<file path="src/hdl/pma_pkg.sv">
`default_nettype none
// ----------------------------------------------------------------------------
// Pooling unit package
// Shared word types, register indexes and sequencer codes of the 2-D
// max/average pooling unit.
// ----------------------------------------------------------------------------
package pma_pkg;

	// Input word: one Q8.8 pixel and its last-row flag.
	typedef struct packed {
		logic signed [15:0] pixel;
		logic               final_row;
	} pix_word_t;

	// Output word: one pooled result and its position.
	typedef struct packed {
		logic signed [15:0] pooled;
		logic [7:0]         out_row;
		logic [7:0]         out_col;
		logic               run_last;
	} pool_word_t;

	// Configuration register indexes.
	typedef enum logic [2:0] {
		REG_POOL_MODE   = 3'd0,
		REG_KERNEL_ROWS = 3'd1,
		REG_KERNEL_COLS = 3'd2,
		REG_STEP_ROWS   = 3'd3,
		REG_STEP_COLS   = 3'd4,
		REG_MARGIN_ROWS = 3'd5,
		REG_MARGIN_COLS = 3'd6,
		REG_PLANE_WIDTH = 3'd7
	} cfg_reg_t;

	// Signed coordinate type for window geometry.
	typedef logic signed [11:0] crd_t;

	// Accumulator width and divider step count.
	localparam int ACC_W    = 20;
	localparam int AREA_W   = 5;
	localparam int DIV_STEPS = ACC_W;

	// Sequencer states.
	typedef enum logic [7:0] {
		S_IDLE   = 8'b0000_0001,
		S_SETUP  = 8'b0000_0010,
		S_WALK   = 8'b0000_0100,
		S_READ   = 8'b0000_1000,
		S_UPDATE = 8'b0001_0000,
		S_DIVIDE = 8'b0010_0000,
		S_PUSH   = 8'b0100_0000,
		S_FLUSH  = 8'b1000_0000
	} seq_state_t;

endpackage
`default_nettype wire

</file>
<file path="src/hdl/pma_divider.sv">
`default_nettype none
// ----------------------------------------------------------------------------
// Pooling unit divider
// Restoring divider, one quotient bit per cycle, for the average of a window.
// ----------------------------------------------------------------------------
module pma_divider (
	input  wire logic                       clk,
	input  wire logic                       arst_n,
	input  wire logic                       start,
	input  wire logic [pma_pkg::ACC_W-1:0]  dividend,
	input  wire logic [pma_pkg::AREA_W-1:0] divisor,
	output logic                            done,
	output logic [pma_pkg::ACC_W-1:0]       quotient
);
	import pma_pkg::*;

	localparam int CNT_W = $clog2(DIV_STEPS + 1);

	logic              busy_q;
	logic              done_q;
	logic [CNT_W-1:0]  cnt_q;
	logic [ACC_W-1:0]  quo_q;
	logic [AREA_W:0]   rem_q;
	logic [AREA_W-1:0] div_q;
	logic [AREA_W:0]   rem_sh;
	logic              fits;

	// Shift in the next dividend bit and try the subtraction.
	always_comb begin
		rem_sh = {rem_q[AREA_W-1:0], quo_q[ACC_W-1]};
		fits   = (rem_sh >= {1'b0, div_q});
	end

	always_ff @(posedge clk or negedge arst_n) begin
		if (!arst_n) begin
			busy_q <= 1'b0;
			done_q <= 1'b0;
			cnt_q  <= '0;
		end else begin
			done_q <= 1'b0;
			if (start) begin
				busy_q <= 1'b1;
				cnt_q  <= CNT_W'(DIV_STEPS);
			end else if (busy_q) begin
				cnt_q <= cnt_q - CNT_W'(1);
				if (cnt_q == CNT_W'(1)) begin
					busy_q <= 1'b0;
					done_q <= 1'b1;
				end
			end
		end
	end

	// Quotient and remainder datapath.
	always_ff @(posedge clk) begin
		if (start) begin
			quo_q <= dividend;
			rem_q <= '0;
			div_q <= divisor;
		end else if (busy_q) begin
			quo_q <= {quo_q[ACC_W-2:0], fits};
			rem_q <= fits ? (rem_sh - {1'b0, div_q}) : rem_sh;
		end
	end

	assign done     = done_q;
	assign quotient = quo_q;

endmodule
`default_nettype wire

</file>
<file path="config.mk">
export PLATFORM = sky130hd
export DESIGN_NAME = pma_divider
export DESIGN_NICKNAME = d
export VERILOG_FILES = /design/src/hdl/pma_pkg.sv /design/src/hdl/pma_divider.sv
export SDC_FILE = /design/constraint.sdc
export NUM_CORES = 1
export LEC_CHECK = 0
export BUFFER_PORTS_ARGS = -buffer_cell sky130_fd_sc_hd__clkbuf_2
export CORE_AREA = 2 2 60 67
export DETAILED_ROUTE_END_ITERATION = 12
export DIE_AREA = 0 0 62 69
export GPL_TIMING_DRIVEN = 0
export PLACE_DENSITY = 0.78
export SLEW_MARGIN = 40
export SYNTH_ARGS = -nofsm -noshare
export SYNTH_HDL_FRONTEND = slang
export SYNTH_SLANG_ARGS = --single-unit
</file>
<file path="constraint.sdc">
create_clock -name clk -period 2.8 [get_ports clk]
set_clock_uncertainty 0.15 [all_clocks]
set_input_delay 0.14 -clock clk [delete_from_list [all_inputs] [get_ports clk]]
set_output_delay 0.14 -clock clk [all_outputs]
set_load 0.1 [all_outputs]
</file>
==> flow_summary.yaml, run 1 <==
final_layout:
  antennaDiodeCount: 0
  layout_common_cells: "48 x clkbuf_2, 25 x edfxtp_1, 20 x mux2_2, 10 x inv_1, 9 x dlygate4sd3_1"
  final_common_cell: "clkbuf_2"
  area_growth_pct: 27.0
  final_nets: 232
  drive_gt1_share_pct: 43.1
floorplanning:
  die-area_um2: 4280
  io_pins: 49
  initial_core_util_pct: 49.3
  coreArea_um2: 3600
  row_count: 23
  die_y_um: 69
  die_x_um: 62
critical_path:
  path_buf_inv: 2
  reg2reg_slack_ps: 390
  cp.depth: 8
  critPathRequiredTime_ps: 2680
  max_stage_delay_ps: 400
  cp_max_fo: 4
  path_delay_family: "adder cells"
  cpMostUsedCell: "inv_1"
  slowest_stage: "fa_1"
  crit_arrival_ps: 2290
  r2r-start: "quotient[19]$_DFFE_PP_"
  rr_endpoint: "quotient[0]$_DFFE_PP_"
  endpoint_kind: "flip-flop"
  r2r_cells: 8
  path_class: "reg -> reg"
  setup.worst_path.start_class: "flip-flop"
  path_cells: "inv_1, ha_1, inv_1, fa_1, a21o_1, o211ai_1, nand2_1, mux2_2"
drt:
  drc: 0
  ant_nets: 0
  wl_um: 3500
  wl_per_cell_um: 14.2
  firstDrtPassIters: 4
  viasPerCell: 5.09
  vias: 1256
  drt-initial-drc-count: 35
pwr:
  p_leak_nw: 1.01
  total_power_mw: 1.86
  p_per_area_nw_per_um2: 825
  vdd_drop_max_mv: 0.638
clock_network:
  clkLatencyLatePin_ps: 280
  cts_buffer_depth: 2
  htreeDepth: 2
  clockRootBuffer: "clkbuf_8"
  numCtsBuffers: 5
  clkSinkCount: 37
  cts_tree: "built"
  clkSlewWorstSetupHoldPaths_ps: 70
synth:
  synth_area_leaders: "edfxtp_1 42%, mux2_2 13%, dfrtp_1 9.9%"
  synth_cell_types: 39
  syn_area_um2: 1770
  ys.flop_type: "edfxtp_1"
  ys_ff_latch: 37
  ys_warn_count: 0
  synth_area_leader_cell: "edfxtp_1"
  syn_area_per_cell_um2: 13.4
  syn-num-nets: 168
  yosysSeqAreaShare_pct: 57.8
  synthCells: 132
  async_flop_share_pct: 18.9
  synth.top_cell.area_share_pct: 42.3
  synth_edf_count: 25
timing:
  timing.hold.ws_ps: 11.1
  hold_viol_final: 0
  rsz0062_at_grt: "false"
  relSlewSlack_pct: 63.2
  finalMaxSlewViolations: 0
  fin_setup_tns_ps: 0
  tightestPinTransition_ps: 554
  timing.fmax_mhz: 416
  fin_crit_ps: 2410
  period_share_pct: 85.9
  setup_viol: 0
global_route:
  grt_usage_pct: 18.8
  grt_overflow: 0
  antenna_found_initial: 0
  grt_max_degree: 22
  grt_pass1_vias: 1360
  grt_pass1_wl_um: 5910
status:
  outcome: "complete, no violations"
hold_path:
  hold_depth: 2
  worstHoldEndpoint: "quotient[6]$_DFFE_PP_"
  hold_path_class: "in -> reg"
  min-delay-start: "dividend[6]"
placement:
  io_buffers: 48
  hpwl_um: 2630
  place_congestion: 0.845
job:
  maxCapViolCount: 0
==> what timing repair did <==
| item | CTS | global route |
|---|---|---|
| buffers inserted | 0 | 0 |
| endpoints found under the hold margin | 15 | 0 |
| gates resized for setup | 0 | 0 |
| hold buffers | 9 | 0 |
==> worst register-to-register path: stages, from the launching register on <==
cell and delay, ps:
edfxtp_1 390, inv_1 100, ha_1 170, inv_1 60, fa_1 400, a21o_1 200
o211ai_1 230, nand2_1 170, mux2_2 290
==> worst max-delay path by stage <==
stage	startpoint	endpoint	slack, ps
floorplan	quotient[19]$_DFFE_PP_	quotient[0]$_DFFE_PP_	90
detailed placement	quotient[19]$_DFFE_PP_	quotient[0]$_DFFE_PP_	390
CTS	quotient[19]$_DFFE_PP_	quotient[0]$_DFFE_PP_	370
finish	quotient[19]$_DFFE_PP_	quotient[0]$_DFFE_PP_	390
global route	quotient[19]$_DFFE_PP_	quotient[0]$_DFFE_PP_	230
global placement	quotient[19]$_DFFE_PP_	quotient[0]$_DFFE_PP_	470
==> per-stage QoR <==
step | worst slack, ps | cell area (um2) | instances | utilization [%]
floorplan | 89.5 | 1770 | 132 | -
global placement | 465 | 2080 | 230 | 57.7
detailed placement | 391 | 2080 | 230 | 57.7
CTS | 374 | 2250 | 247 | 62.6
global route | 234 | 2250 | 247 | 62.6
finish | 394 | 2250 | 247 | 62.6
==> logic make-up after synthesis <==
group,synth area share (%)
DFF,57.8
adders and majority gates,6.06
muxes,13.5
xor gates and xnor gates,2.96
buffers and inverters,3.46
AOI/OAI and AO/OA,6.98
and+or+nand+nor,9.17
==> power breakdown <==
part           leakage, nW  switching (mW)  internal, mW
clock network       0.0439           0.184         0.172
logic                0.582           0.526         0.231
registers            0.384          0.0613         0.685
total                 1.01           0.772          1.09
==> registers in the layout, summed over array words and instances, names as in the netlist <==
| register | flops |
|---|---|
| done | 1 |
| div_q | 5 |
| cnt_q | 5 |
| rem_q | 5 |
| busy_q | 1 |
| quotient | 20 |
==> cells in the mapped netlist, types with 3 or more instances <==
| cell type | instances |
|---|---|
| inv_1 | 10 |
| mux2_2 | 20 |
| buf_2 | 4 |
| nor2_1 | 7 |
| xor2_1 | 3 |
| xnor2_1 | 3 |
| edfxtp_1 | 25 |
| dfrtp_1 | 7 |
| nand2b_1 | 3 |
| nand2_1 | 7 |
| dfxtp_1 | 5 |
| ha_1 | 7 |
==> metal layers <==
metal | share of wire (%) | wire, um | global-route usage, %
met4 | 1.2 | 42 | 7.57
met2 | 55 | 1940 | 33.0
met3 | 4.0 | 140 | 5.25
met1 | 40 | 1390 | 20.1
met5 | 0 | 0 | 0
==> final cells by class <==
cell class	count	area, um2
Clock buffer	5	68.8
Clock inverter	3	17.5
Timing Repair Buffer	57	330
Fill cell	290	1340
Multi-Input combinational cell	80	687
Tap cell	50	62.6
Buffer	5	23.8
Inverter	10	37.5
Sequential cell	37	1030
No activity file was read; power rests on OpenSTA's default activity.
==> inputs of run 2 (changes only) <==
Settings changed: ABC_AREA from default to 1, CORE_AREA 2 2 60 67 to 2 2 60 68, DIE_AREA 0 0 62 69 to 0 0 62 70, PLACE_DENSITY 0.78 to 0.79, SETUP_SLACK_MARGIN from default to 0.4.
==> run 2 against run 1 <==
Compared with the run above: sequential share of layout area decreased by 4.6 points; combinational power rose by 1%; wire length increased by 17%; largest power group unchanged.
==> flow_summary.yaml, run 2 <==
status:
  outcome: "complete, no violations"
synth:
  synth_cell_types: 28
  async_flop_share_pct: 18.9
  syn_area_per_cell_um2: 9.27
  ys.flop_type: "edfxtp_1"
  syn_area_um2: 1840
  syn-num-nets: 234
  yosysSeqAreaShare_pct: 55.9
  synth_edf_count: 25
  synthCells: 198
  ys_warn_count: 0
  ys_ff_latch: 37
  synth_area_leaders: "edfxtp_1 41%, nand2_1 17%, dfrtp_1 9.5%"
  synth_area_leader_cell: "edfxtp_1"
  synth.most_common_cell: "nand2_1"
  synthTopCellsByCount: "85 x nand2_1, 25 x edfxtp_1, 19 x inv_1, 13 x nand3_1, 8 x nor2_1"
  synth.top_cell.area_share_pct: 40.9
timing:
  fin_crit_ps: 2190
  hold_viol_final: 0
  setup_viol: 0
  timing.fmax_mhz: 457
  relSlewSlack_pct: 47.6
  period_share_pct: 78.2
  tightestPinTransition_ps: 781
  rsz0062_at_grt: "false"
  finalMaxSlewViolations: 0
  fin_setup_tns_ps: 0
  timing.hold.ws_ps: 12.1
global_route:
  antenna_found_initial: 0
  grt_pass1_wl_um: 6670
  grt_max_degree: 24
  grt_pass1_vias: 1505
  grt_overflow: 0
  grt_usage_pct: 21.4
critical_path:
  endpoint_kind: "flip-flop"
  critPathRequiredTime_ps: 2840
  path_cells: "dlygate4sd3_1, clkbuf_2, buf_4, nor2_4, clkinv_1, o22ai_1"
  path_buf_inv: 4
  path_class: "in -> reg"
  setup.worst_path.start_class: "primary input"
  max_stage_delay_ps: 650
  path_delay_family: "buffers and inverters"
  slowest_stage: "clkinv_1"
  cp_max_fo: 23
  crit_arrival_ps: 2230
clock_network:
  numCtsBuffers: 5
  clockRootBuffer: "clkbuf_8"
  cts_tree: "built"
  hold_buffers: 25
  clkSlewWorstSetupHoldPaths_ps: 80
  clkLatencyLatePin_ps: 300
  htreeDepth: 2
  post_cts_buffers: 0
  cts_buffer_depth: 2
  cts_resized: 0
  clkSinkCount: 37
drt:
  drt-initial-drc-count: 105
  vias: 1589
  wl_per_cell_um: 12.4
  drc: 0
  firstDrtPassIters: 5
  wl_um: 4110
  ant_nets: 0
  viasPerCell: 4.80
floorplanning:
  io_pins: 49
  initial_core_util_pct: 48.9
  die-area_um2: 4340
  row_count: 24
  die_x_um: 62
  coreArea_um2: 3750
  die_y_um: 70
pwr:
  p_leak_nw: 1.26
  vdd_drop_max_mv: 0.438
  p_per_area_nw_per_um2: 787
final_layout:
  drive_gt1_share_pct: 25.8
  layout_common_cells: "85 x nand2_1, 48 x clkbuf_2, 25 x edfxtp_1, 25 x dlygate4sd3_1, 18 x inv_1"
  largest_register_ffs: 20
  nFillCells: 285
  seq_area_um2: 1030
  antennaDiodeCount: 0
  area_growth_pct: 36.5
  final_common_cell: "nand2_1"
  multi_input_area_um2: 701
  final_nets: 314
hold_path:
  hold_path_class: "in -> reg"
placement:
  hpwl_um: 2580
  place_congestion: 0.768
  io_buffers: 48
job:
  maxCapViolCount: 0
## run 2: worst paths after layout
kind	from	to	slack, ps	cells after the start
max	start	cnt_q[1]$_DFFE_PN0P_	610	6
min	dividend[18]	quotient[18]$_DFFE_PP_	10	3
max reg2reg	quotient[19]$_DFFE_PP_	rem_q[1]$_SDFFE_PP0P_	810	10
min reg2reg	rem_q[4]$_SDFFE_PP0P_	rem_q[4]$_SDFFE_PP0P_	320	2
max in group asynchronous	arst_n	done$_DFF_PN0_	2290	2
min in group asynchronous	arst_n	cnt_q[4]$_DFFE_PN0P_	40	2
## run 2: area by class of cell
| class | instances | share of cell area (%) |
|---|---|---|
| Tap cell | 52 | 2.60 |
| Multi-Input combinational cell | 134 | 28.0 |
| Timing Repair Buffer | 73 | 19.6 |
| Clock buffer | 5 | 2.75 |
| Sequential cell | 37 | 40.9 |
| Inverter | 22 | 3.30 |
| Clock inverter | 3 | 1.85 |
| Buffer | 5 | 1.05 |
## run 2: logic make-up after synthesis
group,synth area share [%]
adders and majority gates,5.86
AOI/OAI and AO/OA,2.32
DFF,55.9
and+or+nand+nor,29.5
xor gates and xnor gates,0.477
buffers and inverters,5.93
## run 2: per-layer routing
layer	track usage, %	part of all wire, %	wire, um	up-vias
met5	0	0	0	-
met4	9.46	2.5	102	0
met3	5.74	4.2	173	10
met2	35.6	53	2190	50
met1	24.6	40	1650	737
li1	-	-	-	792
## run 2: report_power, final
group	internal (mW)	switching, mW
clock network	0.266	0.207
logic	0.221	0.545
registers	0.671	0.0619
## run 2: worst reg2reg max path, delay by kind of cell, from the launching register on
kind	cells	cell delay [ps]
and+or+nand+nor	6	570
buffers and inverters	2	180
adders and majority gates	2	570
DFF	1	410
## run 2: stage by stage
stage	std cells	util, %	setup slack [ps]	power, mW	area, um2
after floorplan	198	-	477	1.33	1840
final	331	66.8	609	1.97	2510
after detailed placement	298	57.0	845	1.46	2140
after global routing	331	66.8	451	2.06	2510
after global placement	298	57.0	894	1.44	2140
after CTS	331	66.8	817	1.96	2510
